--- src/hw/rtl/sinl_pkg.sv ---
`timescale 1ns / 1ps

package sinl_pkg;

    // Table geometry
    localparam int TABLE_DEPTH = 1024;
    localparam int ADDR_W      = $clog2(TABLE_DEPTH);

    // Field widths
    localparam int CMD_W  = 2;
    localparam int POS_W  = 11;
    localparam int ID_W   = 32;
    localparam int MODE_W = 2;

    // Largest count the search can see: entry_count is clamped to the depth,
    // and the count field itself stops at 2**POS_W - 1.
    localparam int EFF_MAX = (TABLE_DEPTH < (1 << POS_W) - 1) ? TABLE_DEPTH
                                                             : (1 << POS_W) - 1;
    // Search bounds run from 0 up to EFF_MAX + 1
    localparam int SW        = $clog2(EFF_MAX + 2);
    // Worst-case probe count of the binary search
    localparam int NUM_CELLS = $clog2(EFF_MAX + 1);

    // Stream widths, rounded up to whole bytes
    localparam int IN_BITS  = CMD_W + POS_W + ID_W + MODE_W;
    localparam int IN_W     = ((IN_BITS + 7) / 8) * 8;
    localparam int OUT_BITS = POS_W + ID_W;
    localparam int OUT_W    = ((OUT_BITS + 7) / 8) * 8;

    // Commands
    localparam logic [CMD_W-1:0] CMD_LOAD      = 2'd0;
    localparam logic [CMD_W-1:0] CMD_ID_QUERY  = 2'd1;
    localparam logic [CMD_W-1:0] CMD_POS_QUERY = 2'd2;

    // Match modes
    localparam logic [MODE_W-1:0] MODE_EXACT = 2'd0;
    localparam logic [MODE_W-1:0] MODE_PREV  = 2'd1;
    localparam logic [MODE_W-1:0] MODE_NEXT  = 2'd2;

    // Search state handed from cell to cell
    typedef struct packed {
        logic            valid;
        logic            none;   // id 0 or empty table: answer is 0
        logic            over;   // search loop has ended
        logic            hit;
        logic [SW-1:0]   lo;
        logic [SW-1:0]   hi;
        logic [SW-1:0]   probe;
        logic [ID_W-1:0] seen;
    } srch_tok_t;

    // Table read request from one cell
    typedef struct packed {
        logic              en;
        logic [ADDR_W-1:0] addr;
    } rd_req_t;

endpackage

--- src/hw/rtl/sinl_cell.sv ---
`timescale 1ns / 1ps

// One binary-search step: stage A issues the probe read, stage B compares.
module sinl_cell (
    input  logic                        clk,
    input  logic                        rst_n,
    input  logic [sinl_pkg::ID_W-1:0]   key,
    input  sinl_pkg::srch_tok_t         tok_in,
    output sinl_pkg::rd_req_t           rd_req,
    input  logic [sinl_pkg::ID_W-1:0]   rd_data,
    output sinl_pkg::srch_tok_t         tok_out
);

    sinl_pkg::srch_tok_t      a_reg;
    sinl_pkg::srch_tok_t      b_reg;
    sinl_pkg::srch_tok_t      b_next;
    logic                     b_run_reg;
    logic                     run;
    logic [sinl_pkg::SW:0]    sum;
    logic [sinl_pkg::SW-1:0]  mid;
    logic [sinl_pkg::SW-1:0]  mid_m1;

    always_comb
    begin
        run    = a_reg.valid && !a_reg.over && (a_reg.lo <= a_reg.hi);
        sum    = {1'b0, a_reg.lo} + {1'b0, a_reg.hi};
        mid    = sum[sinl_pkg::SW:1];
        mid_m1 = mid - sinl_pkg::SW'(1);

        rd_req.en   = run;
        rd_req.addr = sinl_pkg::ADDR_W'(mid_m1);

        b_next = a_reg;
        if (run)
        begin
            b_next.probe = mid;
        end
        else if (a_reg.valid)
        begin
            b_next.over = 1'b1;
        end
    end

    always_ff @(posedge clk or negedge rst_n)
    begin
        if (!rst_n)
        begin
            a_reg     <= '0;
            b_reg     <= '0;
            b_run_reg <= 1'b0;
        end
        else
        begin
            a_reg     <= tok_in;
            b_reg     <= b_next;
            b_run_reg <= run;
        end
    end

    // Compare against the probe data and narrow the bounds
    always_comb
    begin
        tok_out = b_reg;
        if (b_run_reg)
        begin
            tok_out.seen = rd_data;
            if (rd_data == key)
            begin
                tok_out.hit  = 1'b1;
                tok_out.over = 1'b1;
            end
            else if (key > rd_data)
            begin
                tok_out.lo = b_reg.probe + sinl_pkg::SW'(1);
            end
            else
            begin
                tok_out.hi = b_reg.probe - sinl_pkg::SW'(1);
            end
        end
    end

endmodule

--- config.mk ---
export PLATFORM = sky130hd
export DESIGN_NAME = sinl_cell
export DESIGN_NICKNAME = d
export VERILOG_FILES = /design/src/hw/rtl/sinl_pkg.sv /design/src/hw/rtl/sinl_cell.sv
export SDC_FILE = /design/constraint.sdc
export NUM_CORES = 1
export LEC_CHECK = 0
export BUFFER_PORTS_ARGS = -buffer_cell sky130_fd_sc_hd__buf_2
export CAP_MARGIN = 20
export CORE_MARGIN = 2
export CORE_UTILIZATION = 30
export DETAILED_ROUTE_END_ITERATION = 8
export HOLD_SLACK_MARGIN = 0.12
export PLACE_DENSITY = 0.59
export SYNTH_ARGS = -nofsm -noshare
export SYNTH_HDL_FRONTEND = slang
export SYNTH_SLANG_ARGS = --single-unit
--- constraint.sdc ---
create_clock -name clk -period 2.03 [get_ports clk]
set_input_delay 0.1015 -clock clk [delete_from_list [all_inputs] [get_ports clk]]
set_output_delay 0.1015 -clock clk [all_outputs]
set_load 0.05 [all_outputs]
=== Word-level counts from Yosys, hierarchy flattened ===
Cells that the tools add are included.

* Output and inout port bits: 80
* Register bits: 139
* Input bits: 135
* Word-level logic and storage cells: 36

* Equal/unequal tests: 1
* Reduce and logical (&&, ||, !) cells: 3
* $lt $le $gt $ge: 2
* Add/subtract/negate cells: 4
* Multiplexer cells: 9

{| class="wikitable"
|+ Operators with widths
! kind !! number
|-
| two-way mux 11 bit || 3
|-
| == test 32 bit || 1
|-
| greater-than comparator 32 bit || 1
|-
| two-way mux 32 bit || 1
|-
| two-way mux 24 bit || 1
|-
| two-way mux 22 bit || 1
|-
| adder 11 x 11 -> 12 bit || 1
|-
| adder 11 x 1 -> 11 bit, second input constant || 1
|-
| <= comparator 11 bit || 1
|-
| subtractor 11 x 1 -> 11 bit, second input constant || 1
|-
| subtractor 10 x 1 -> 10 bit, second input constant || 1
|-
| logical AND 1 bit || 2
|-
| two-way mux 1 bit || 2
|-
| two-way mux 2 bit || 1
|-
| logical NOT 1 bit || 1
|}

=== Logic depth before layout (Yosys ltp) ===
Gate-level depths: netlist of run 1.

* Depth in word-level cells: 4
* Mapped depth: 10

=== Worst setup path after synthesis of run 1 ===
OpenSTA, ideal clock, no wires.

* Path type: flip-flop to output port
* From: reg a_reg[47] (netlist name)
* To: out rd_req[9] (netlist name)
* Path buffers: 0
* Data arrival time: 2.794 ns
* Path slack: -0.866 ns
* Cell stages (with the launch flop): 10
* Cells stage by stage: dfrtp_1 inv_1 ha_1 or2_1 a2111oi_2 a211oi_1 nor3_2 nand4_2 nor3_2 xor2_1

{| class="wikitable"
|+ RTL lines
! item !! line !! text
|-
| start: declaration || sinl_cell.sv:14 || <nowiki>sinl_pkg::srch_tok_t a_reg;</nowiki>
|-
| start signal: assignment || sinl_cell.sv:54 || <nowiki>a_reg <= tok_in;</nowiki>
|-
| end: declaration || sinl_cell.sv:9 || <nowiki>output sinl_pkg::rd_req_t rd_req,</nowiki>
|}

==> qor.json, run 1 <==
{
  "worst_r2r_path_depth": 12,
  "clkTransAtPathRegs_ps": 60,
  "rsz0062_at_grt": "yes",
  "slew_violations": 0,
  "layout.area.seq_um2": 3480,
  "area.growth.synth_to_final_pct": 71.7,
  "syn_area_um2": 6640,
  "finalCriticalPeriod_ps": 2900,
  "cts-buffers-inserted": 17,
  "grt_pass1_wl_um": 31100,
  "ys_seq_elements": 139,
  "drtPass1Iterations": 4,
  "data_arrival_critical_path_ps": 2800,
  "fillerInstances": 1886,
  "port_buffers": 214,
  "max_cap_viol_count": 0,
  "leading_cell_types_by_total_area_after_synthesis": "dfrtp_1 52%, ha_1 11%, mux2_2 7.1%",
  "worstSetupStartpointType": "flip-flop",
  "synthArstFlopShare": 1.00,
  "yosys_warnings": 0,
  "drive_gt1_frac": 0.571,
  "synth_area_per_cell_um2": 12.6,
  "critical_path.startpoint": "a_reg[56]",
  "detail_route.vias_per_cell": 4.40,
  "dr_total_vias": 5342,
  "synth_largest_type_area_fraction": 0.524,
  "die_w_um": 153,
  "post_synth_edffs": 0,
  "reg2reg_from": "a_reg[55]",
  "critical_path_class": "reg2out",
  "seq_area_frac_synth": 0.524,
  "p_leak_uw": 0.00546,
  "post-synth-top-count-cell": "dfrtp_1",
  "synth_nets": 720,
  "die_height_um": 153,
  "gr-total-overflow": 0,
  "grt_usage": 0.171,
  "place.gp.congestion": 0.852,
  "layout.core_utilization": 0.524,
  "largest_register_ff_count": 69,
  "library_cell_occupying_the_most_area_in_the_post_synthesis_netlist": "dfrtp_1",
  "failed_checks": "setup timing",
  "dr.first_iter.drc_count": 148,
  "clock-sinks": 139,
  "postLayoutSetupSlackWorst_ps": -867,
  "worst_skew_pair.late_latency_ps": 410,
  "timing.rr.end": "tok_out[39]",
  "io_pins": 215,
  "synth.distinct_cells": 55,
  "max-vdd-ir-drop_uv": 502,
  "multi_input_comb_area_um2": 3570,
  "wire_per_inst_um": 15.9,
  "outcome": "finished, violations left",
  "critical_path_peak_fanout": 4,
  "hold_viol_final": 0,
  "antenna_cells_inserted": 0,
  "timing.final.crit_share": 1.43,
  "netlist_top_cells_count": "139 x dfrtp_1, 61 x inv_1, 57 x ha_1",
  "post_detailed_placement_half_perimeter_wirelength_um": 13800,
  "die_outline_area_um2": 23300,
  "r2r_setup_slack_ps": -600,
  "vias_in_the_first_global_route": 5819,
  "synth_top_flop_cell": "dfrtp_1",
  "tightestPinTransition_ps": 440,
  "final_antenna_net_count": 0,
  "timing.critical_path.required_ps": 1930,
  "hold_path.class": "in2async",
  "grt_max_degree": 50,
  "setup_violations": 45,
  "worst_setup_path_endpoint": "rd_req[9]",
  "slew-limit-headroom": 0.707,
  "floorplan.initialDensity": 0.305,
  "syn_inst": 527,
  "htree_num_levels": 4,
  "tritoncts_clock_tree": "built",
  "antenna_violations_before_repair": 0,
  "cts_root_buffer": "clkbuf_16",
  "power.density_nw_per_um2": 767,
  "nNetsFinal": 1115,
  "clock_skew_ps": 8.93,
  "timing.fmax_mhz": 345,
  "cp-end-kind": "primary output",
  "hold_ws_ps": 187,
  "placeableCoreArea_um2": 21800,
  "cts_buffer_depth": 2,
  "drt_wl_total_um": 19300,
  "drt_drc_violations_left": 0,
  "row_count": 54
}
## placed cells by master, fill, tap and decap left out, types with 10 or more instances in the layout
master	Yosys	layout
nand2_1	15	11
a21oi_1	18	15
buf_4	14	90
mux2_2	42	32
ha_4	0	22
ha_1	57	32
clkbuf_16	0	18
buf_6	3	60
inv_2	0	11
mux2_4	19	31
dfrtp_1	139	137
dlygate4sd3_1	0	70
xnor2_1	19	10
buf_2	1	165
inv_1	61	44
## routing by layer
| metal | part of all wire | track usage |
|---|---|---|
| met5 | 0 | 0 |
| met4 | 0.015 | 0.0498 |
| met3 | 0.038 | 0.0384 |
| met2 | 0.53 | 0.306 |
| met1 | 0.42 | 0.204 |
## what timing repair did
action,in CTS,in global routing
endpoints found under the hold margin,208,0
hold buffers,70,0
setup buffers,24,9
pin swaps,44,23
endpoints found under the setup margin,46,49
resized for setup,168,41
cloned,1,0
## critical path: stages (launching register included)
cell and delay (ps):
dfrtp_1 390, buf_4 150, ha_4 270, nor2b_4 220, a211oi_2 70, buf_4 150
o221ai_1 170, nand2_1 140, xnor2_2 180, nor3_4 280, xor2_4 170, buf_6 170
## metrics by stage
stage | TNS [ps] | setup WS [ps] | total power [uW] | std cells | cell area (um2)
floorplan | -8420 | -540 | 4510 | 527 | 6990
global placement | -22070 | -724 | 5230 | 1082 | 8950
detailed placement | -22790 | -745 | 5250 | 1082 | 8950
CTS | -22610 | -924 | 8720 | 1208 | 11200
global route | -27940 | -1010 | 9160 | 1215 | 11400
finish | -22730 | -867 | 8740 | 1215 | 11400
## power breakdown
| part | total [uW] | internal [uW] | switching [uW] |
|---|---|---|---|
| logic | 2800 | 1290 | 1520 |
| clock network | 2930 | 1810 | 1120 |
| registers | 3000 | 2930 | 79.1 |
| total | 8740 | 6030 | 2720 |
## area by class of cell
cell class                 instances  area share
clock buffer                      26      0.0438
clock inverter                     6     0.00538
inverter                          61      0.0232
multi-input combinational        300       0.313
sequential                       139       0.305
tap                              280      0.0307
timing repair buffer             403       0.279
## kinds of logic after synthesis
kind of cell	count (synthesis)	synth area share
multiplexers	65	0.121
AO/OA/AOI/OAI	59	0.0654
XOR/XNOR	32	0.0433
adder cells (fa/ha/maj)	58	0.110
buffers and inverters	88	0.0612
AND/OR/NAND/NOR	86	0.0752
flip-flops	139	0.524
## how the worst min path moves through the flow
stage | startpoint | cells past startpoint | to | slack, ps
floorplan | rst_n | 0 | a_reg[0] | -190
global placement | rst_n | 1 | b_reg[55] | 60
detailed placement | rst_n | 1 | b_reg[55] | 60
CTS | rst_n | 2 | b_reg[44] | 180
global route | rst_n | 2 | b_reg[55] | 210
finish | rst_n | 2 | b_reg[44] | 190
Note: power is estimated with default switching activity, not from simulation.
==> run 2: changes to the inputs <==
- PLACE_DENSITY: 0.59 -> default
- SLEW_MARGIN: default -> 10
==> qor.json, run 2 (synthesis results as in run 1) <==
{
  "outcome": "finished, violations left",
  "failed_checks": "setup timing",
  "max_cap_viol_count": {"value": 0, "change": "unchanged"},
  "grt_pass1_wl": {"value": 30500, "unit": "um", "change": "-1.7%"},
  "die_outline_area": {"value": 23300, "unit": "um2", "change": "unchanged"},
  "max-vdd-ir-drop": {"value": 542, "unit": "uV", "change": "+8.1%"},
  "r2r_setup_slack": {"value": -670, "unit": "ps", "change": "-70 ps"},
  "post_detailed_placement_half_perimeter_wirelength": {"value": 14000, "unit": "um", "change": "+1.3%"},
  "hold_viol_final": {"value": 0, "change": "unchanged"},
  "drt_wl_total": {"value": 19100, "unit": "um", "change": "-1.4%"},
  "slew-limit-headroom": {"value": 0.627, "change": "-0.0791"},
  "cp-end-kind": "primary output",
  "postLayoutSetupSlackWorst": {"value": -916, "unit": "ps", "change": "-48.7 ps"},
  "cts_buffer_depth": {"value": 2, "change": "unchanged"},
  "finalCriticalPeriod": {"value": 2950, "unit": "ps", "change": "+48.7 ps"},
  "port_buffers": {"value": 214, "change": "unchanged"},
  "wire_per_inst": {"value": 15.7, "unit": "um", "change": "-1.4%"},
  "cts-buffers-inserted": {"value": 17, "change": "unchanged"},
  "p_leak": {"value": 0.00540, "unit": "uW", "change": "-0.95%"},
  "worst_skew_pair.late_latency": {"value": 410, "unit": "ps", "change": "about the same"},
  "critical_path_peak_fanout": {"value": 3, "change": "-1"},
  "antenna_violations_before_repair": {"value": 0, "change": "unchanged"},
  "drtPass1Iterations": {"value": 4, "change": "unchanged"},
  "floorplan.initialDensity": {"value": 0.305, "change": "unchanged"},
  "vias_in_the_first_global_route": {"value": 5678, "change": "-2.4%"},
  "dr.first_iter.drc_count": {"value": 201, "change": "+36%"},
  "nNetsFinal": {"value": 1116, "change": "+0.090%"},
  "finalInstanceArea": {"value": 11200, "unit": "um2", "change": "-1.5%"},
  "drt_drc_violations_left": {"value": 0, "change": "unchanged"},
  "timing.critical_path.required": {"value": 1930, "unit": "ps", "change": "about the same"},
  "hold_path.class": "in2async",
  "timing.final.crit_share": {"value": 1.45, "change": "+0.0240"},
  "fillerInstances": {"value": 1893, "change": "+0.37%"},
  "cts_root_buffer": "clkbuf_16",
  "worstSetupStartpointType": "flip-flop",
  "htree_num_levels": {"value": 4, "change": "unchanged"},
  "grt_max_degree": {"value": 58, "change": "+16%"},
  "tritoncts_clock_tree": "built",
  "data_arrival_critical_path": {"value": 2840, "unit": "ps", "change": "+40 ps"},
  "most_used_cells_in_the_layout_excluding_fill_and_tap_cells": "166 x buf_2, 136 x dfrtp_1, 100 x buf_4",
  "slew_violations": {"value": 0, "change": "unchanged"},
  "dpl_cell_area": {"value": 8990, "unit": "um2", "change": "+0.42%"},
  "grt_usage": {"value": 0.168, "change": "-0.00254"},
  "clock-sinks": {"value": 139, "change": "unchanged"},
  "tightestPinTransition": {"value": 559, "unit": "ps", "change": "+119 ps"},
  "worst_r2r_path_depth": {"value": 13, "change": "+1"},
  "drive_gt1_frac": {"value": 0.558, "change": "-0.0128"},
  "power.density": {"value": 755, "unit": "nW/um2", "change": "-1.6%"},
  "antenna_cells_inserted": {"value": 0, "change": "unchanged"},
  "dr_total_vias": {"value": 5303, "change": "-0.73%"},
  "rsz0062_at_grt": "yes",
  "clock_skew": {"value": 7.43, "unit": "ps", "change": "-1.50 ps"},
  "timing.fmax": {"value": 339, "unit": "MHz", "change": "-1.7%"},
  "final_common_cell": "buf_2",
  "die_w": {"value": 153, "unit": "um", "change": "unchanged"},
  "final_antenna_net_count": {"value": 0, "change": "unchanged"},
  "die_height": {"value": 153, "unit": "um", "change": "unchanged"},
  "setup_violations": {"value": 45, "change": "unchanged"},
  "detail_route.vias_per_cell": {"value": 4.36, "change": "-0.73%"},
  "largest_register_ff_count": {"value": 69, "change": "unchanged"},
  "placeableCoreArea": {"value": 21800, "unit": "um2", "change": "unchanged"},
  "area.growth.synth_to_final_pct": 69.2,
  "clkTransAtPathRegs": {"value": 60, "unit": "ps", "change": "about the same"},
  "place.gp.congestion": {"value": 0.826, "change": "-3.1%"},
  "design_power_total": {"value": 8480, "unit": "uW", "change": "-3.0%"},
  "row_count": {"value": 54, "change": "unchanged"},
  "io_pins": {"value": 215, "change": "unchanged"},
  "gr-total-overflow": {"value": 0, "change": "unchanged"},
  "critical_path_class": "reg2out"
}
==> run 2: changes by cell type in the layout (fill, tap and decap cells not counted), sizes merged <==
cell,change
clkbuf,-4
buf,+3
bufinv,-1
clkinv,+1
clkinvlp,+1
==> run 2: final timing paths <==
kind	from	end
max reg2reg	a_reg[44]	tok_out[41]
min	rst_n	a_reg[67]
max in group asynchronous	rst_n	a_reg[60]
min reg2reg	a_reg[28]	b_reg[28]
max	a_reg[44]	rd_req[9]
min in group clk	tok_in[35]	a_reg[35]
==> run 2: layout make-up <==
cell class	instances	area (um2)	area share
sequential	139	3480	0.310
multi-input combinational	300	3470	0.309
timing repair buffer	404	3140	0.280
clock buffer	24	472	0.0420
tap	280	350	0.0312
inverter	61	267	0.0237
clock inverter	7	43.8	0.00390
==> run 2: what timing repair did <==
action | 4_1_cts | 5_1_grt
setup buffers | 18 | 8
setup endpoints to repair | 46 | 48
gates cloned | 2 | 0
resized for setup | 141 | 50
pin swaps | 32 | 25
hold buffers | 70 | 0
hold endpoints to repair | 133 | 0
==> run 2: critical path: stages (launching register included) <==
cell and delay [ps]:
dfrtp_1 400, buf_4 150, fa_2 410, nand2b_4 90
a211oi_2 70, nor3_2 110, buf_4 160, o31ai_4 80
or4_1 410, nand4_1 210, xor2_4 170, buf_6 170
==> run 2: report_power, final <==
part           internal (uW)  switching, uW
logic                   1260           1490
registers               2930           84.6
clock network           1610           1110
total                   5800           2680
==> run 2: layer usage <==
metal | track usage | routed length [um] | vias up
li1 | - | - | 2574
met1 | 0.203 | 7990 | 2554
met2 | 0.296 | 9840 | 148
met3 | 0.0344 | 788 | 27
met4 | 0.0631 | 475 | 0
met5 | 0 | 0 | -
==> run 2: stage by stage <==
stage	cells	utilization	setup WS, ps	hold WS (ps)	TNS, ps
after floorplan	527	-	-540	-194	-8420
after global placement	1089	0.413	-622	107	-21670
after detailed placement	1089	0.413	-656	112	-22620
after CTS	1208	0.505	-928	233	-24520
after global routing	1215	0.516	-1070	252	-30370
final	1215	0.516	-916	224	-25050
==> run 3: changes to the inputs <==
- PLACE_DENSITY: default -> 0.63
- clock period: 2.03 -> 3.3 ns (I/O delays scaled with it)
==> qor.json, run 3 (synthesis results as in run 1) <==
{
  "cts_buffer_depth": {"value": 2, "change": "unchanged"},
  "dr_total_vias": {"value": 4884, "change": "-7.9%"},
  "clock-sinks": {"value": 139, "change": "unchanged"},
  "final_common_cell": "buf_2",
  "most_used_cells_in_the_layout_excluding_fill_and_tap_cells": "210 x buf_2, 139 x dfrtp_1, 70 x dlygate4sd3_1",
  "drt_drc_violations_left": {"value": 0, "change": "unchanged"},
  "outcome": "complete, no violations",
  "power.share.combinational": {"value": 0.247, "change": "-0.078"},
  "reg2reg_from": "a_reg[50]",
  "grt_util_met1": {"value": 0.187, "change": "-0.0152"},
  "multi_input_comb_area": {"value": 2870, "unit": "um2", "change": "-17%"},
  "grt_usage": {"value": 0.153, "change": "-0.0151"},
  "grt_pass1_wl": {"value": 27800, "unit": "um", "change": "-8.9%"},
  "power.net_switching": {"value": 1580, "unit": "uW", "change": "-41%"},
  "global_route.usage.met2": {"value": 0.258, "change": "-0.0378"},
  "max_cap_viol_count": {"value": 0, "change": "unchanged"},
  "port_buffers": {"value": 214, "change": "unchanged"},
  "worstPathCellList": "inv_1 > ha_1 > nand2b_1 > a211oi_1 > o221ai_1 > nand2_1 > xnor2_1 > buf_4 > nor3_2 > xor2_1 > buf_4",
  "row_count": {"value": 54, "change": "unchanged"},
  "post_detailed_placement_half_perimeter_wirelength": {"value": 13000, "unit": "um", "change": "-7.0%"},
  "switching_share": {"value": 0.321, "change": "+0.00491"},
  "share_clk_of_total_power": {"value": 0.375, "change": "+0.055"},
  "die_outline_area": {"value": 23300, "unit": "um2", "change": "unchanged"},
  "worstSetupStartpointType": "flip-flop",
  "r2r_setup_slack": {"value": 700, "unit": "ps", "change": "+1370 ps"},
  "area.growth.synth_to_final_pct": 41.5,
  "critical_path_peak_fanout": {"value": 4, "change": "+1"},
  "detail_route.vias_per_cell": {"value": 4.41, "change": "+1.1%"},
  "dp_cells": {"value": 1002, "change": "-8.0%"},
  "cpPeakStageDelay": {"value": 400, "unit": "ps", "change": "about the same"},
  "cts-buffers-inserted": {"value": 17, "change": "unchanged"},
  "timing.rr.end": "tok_out[36]",
  "cts_root_buffer": "clkbuf_16",
  "cp-end-kind": "primary output",
  "floorplan.initialDensity": {"value": 0.305, "change": "unchanged"},
  "timing.fmax_mhz": 318,
  "drtPass1Iterations": {"value": 4, "change": "unchanged"},
  "slew_violations": {"value": 0, "change": "unchanged"},
  "antenna_cells_inserted": {"value": 0, "change": "unchanged"},
  "drt_wl_total": {"value": 17300, "unit": "um", "change": "-9.2%"},
  "vias_in_the_first_global_route": {"value": 5189, "change": "-8.6%"},
  "dr.first_iter.drc_count": {"value": 242, "change": "+20%"},
  "critical_path_class": "reg2out",
  "drive_gt1_frac": {"value": 0.420, "change": "-0.139"},
  "hold_path.class": "in2async",
  "tns": {"value": 0, "unit": "ps", "change": "+25050 ps"},
  "p_leak": {"value": 0.00460, "unit": "uW", "change": "-15%"},
  "grt-busiest-layer": "met2",
  "critical_path.startpoint": "a_reg[44]",
  "placeableCoreArea": {"value": 21800, "unit": "um2", "change": "unchanged"},
  "layout.area.seq": {"value": 3480, "unit": "um2", "change": "-0.11%"},
  "dpl_cell_area": {"value": 7970, "unit": "um2", "change": "-11%"},
  "p_int": {"value": 3350, "unit": "uW", "change": "-42%"},
  "clock_skew": {"value": 7.91, "unit": "ps", "change": "+0.478 ps"},
  "place.gp.congestion": {"value": 0.836, "change": "+1.2%"},
  "data_arrival_critical_path": {"value": 2980, "unit": "ps", "change": "+140 ps"},
  "final_antenna_net_count": {"value": 0, "change": "unchanged"},
  "nNetsFinal": {"value": 1007, "change": "-9.8%"},
  "antenna_violations_before_repair": {"value": 0, "change": "unchanged"},
  "grt_max_degree": {"value": 67, "change": "+16%"},
  "gr-total-overflow": {"value": 0, "change": "unchanged"},
  "setup_violations": {"value": 0, "change": "-100%"},
  "p_seq_frac": {"value": 0.378, "change": "+0.023"},
  "worst_setup_path_endpoint": "rd_req[9]",
  "instances_no_fill": {"value": 1107, "change": "-8.9%"},
  "worst_skew_pair.late_latency": {"value": 410, "unit": "ps", "change": "about the same"},
  "wire_per_inst": {"value": 15.7, "unit": "um", "change": "-0.29%"},
  "finalCriticalPeriod_ps": 3140,
  "die_w": {"value": 153, "unit": "um", "change": "unchanged"},
  "largest_register_ff_count": {"value": 69, "change": "unchanged"},
  "max-vdd-ir-drop": {"value": 315, "unit": "uV", "change": "-42%"},
  "crit_path_top_delay_cell": "dfrtp_1",
  "slew-limit-headroom": {"value": 0.584, "change": "-0.0438"},
  "critPathMostFrequentCell": "buf_4",
  "timing.final.crit_share": 0.952,
  "io_pins": {"value": 215, "change": "unchanged"},
  "finalInstanceArea": {"value": 9390, "unit": "um2", "change": "-16%"},
  "groute.layer.met3.usage": {"value": 0.0364, "change": "+0.00199"},
  "power.density": {"value": 525, "unit": "nW/um2", "change": "-30%"},
  "tightestPinTransition": {"value": 625, "unit": "ps", "change": "+65.7 ps"},
  "hold_viol_final": {"value": 0, "change": "unchanged"},
  "tritoncts_clock_tree": "built",
  "die_height": {"value": 153, "unit": "um", "change": "unchanged"},
  "htree_num_levels": {"value": 4, "change": "unchanged"},
  "timing.critical_path.required": {"value": 3130, "unit": "ps", "change": "+1200 ps"},
  "clkTransAtPathRegs": {"value": 60, "unit": "ps", "change": "about the same"},
  "fillerInstances": {"value": 2052, "change": "+8.4%"},
  "worst_r2r_path_depth": {"value": 7, "change": "-6"}
}
-- run 3: cell count changes in the layout (fill, tap and decap cells not counted), sizes merged --
cell / previous run / this run
bufinv: 0 / 1
clkinv: 5 / 4
inv: 59 / 64
clkbuf: 25 / 21
buf: 333 / 225
clkinvlp: 4 / 3
-- run 3: worst max-delay path, delay by kind of cell, from the launching register on --
kind	cells	cell delay (ps)
buffers and inverters	3	440
adders and majority gates	1	320
and+or+nand+nor	3	590
xor gates and xnor gates	2	240
DFF	1	400
AOI/OAI and AO/OA	2	590
-- run 3: worst min-delay path by stage --
stage / startpoint / end / slack, ps / depth (start not counted)
floorplan: rst_n / a_reg[0] / -130 / 0
global route: a_reg[67] / tok_out[67] / 350 / 0
finish: rst_n / b_reg[24] / 320 / 2
global placement: rst_n / a_reg[56] / 200 / 1
detailed placement: rst_n / a_reg[56] / 220 / 1
CTS: rst_n / tok_out[33] / 330 / 2
-- run 3: layout make-up --
| type | instances | share of cell area |
|---|---|---|
| Tap cell | 280 | 0.0373 |
| Sequential cell | 139 | 0.370 |
| Clock inverter | 11 | 0.0117 |
| Timing Repair Buffer | 295 | 0.200 |
| Inverter | 61 | 0.0244 |
| Clock buffer | 21 | 0.0501 |
| Multi-Input combinational cell | 300 | 0.306 |
-- run 3: power groups by stage --
stage	Clock, uW	Combinational (uW)	Sequential [uW]
after floorplan	0	822	1860
after global placement	0	1110	1890
after detailed placement	0	1110	1900
after CTS	1920	1190	1860
after global routing	1990	1310	1880
final	1850	1220	1860
-- run 3: metal layers --
metal / wire length, um / up-vias
li1: - / 2359
met1: 7400 / 2338
met2: 8590 / 156
met3: 837 / 31
met4: 514 / 0
met5: 0 / -
-- run 3: what timing repair did --
item                                   CTS  global route
hold buffers                            70             0
setup buffers                            0             3
pin swaps                                1             5
setup endpoints to repair                2             5
gates resized for setup                  2            19
endpoints found under the hold margin  132             0
-- run 3: through the flow --
stage               worst slack (ps)  total power (uW)   util  hold slack [ps]
finish                           159              4930  0.432              323
global route                   -63.7              5180  0.432              352
CTS                             32.5              4970  0.426              331
detailed placement               396              3010  0.366              215
global placement                 401              3000  0.366              205
floorplan                        341              2680      -             -131
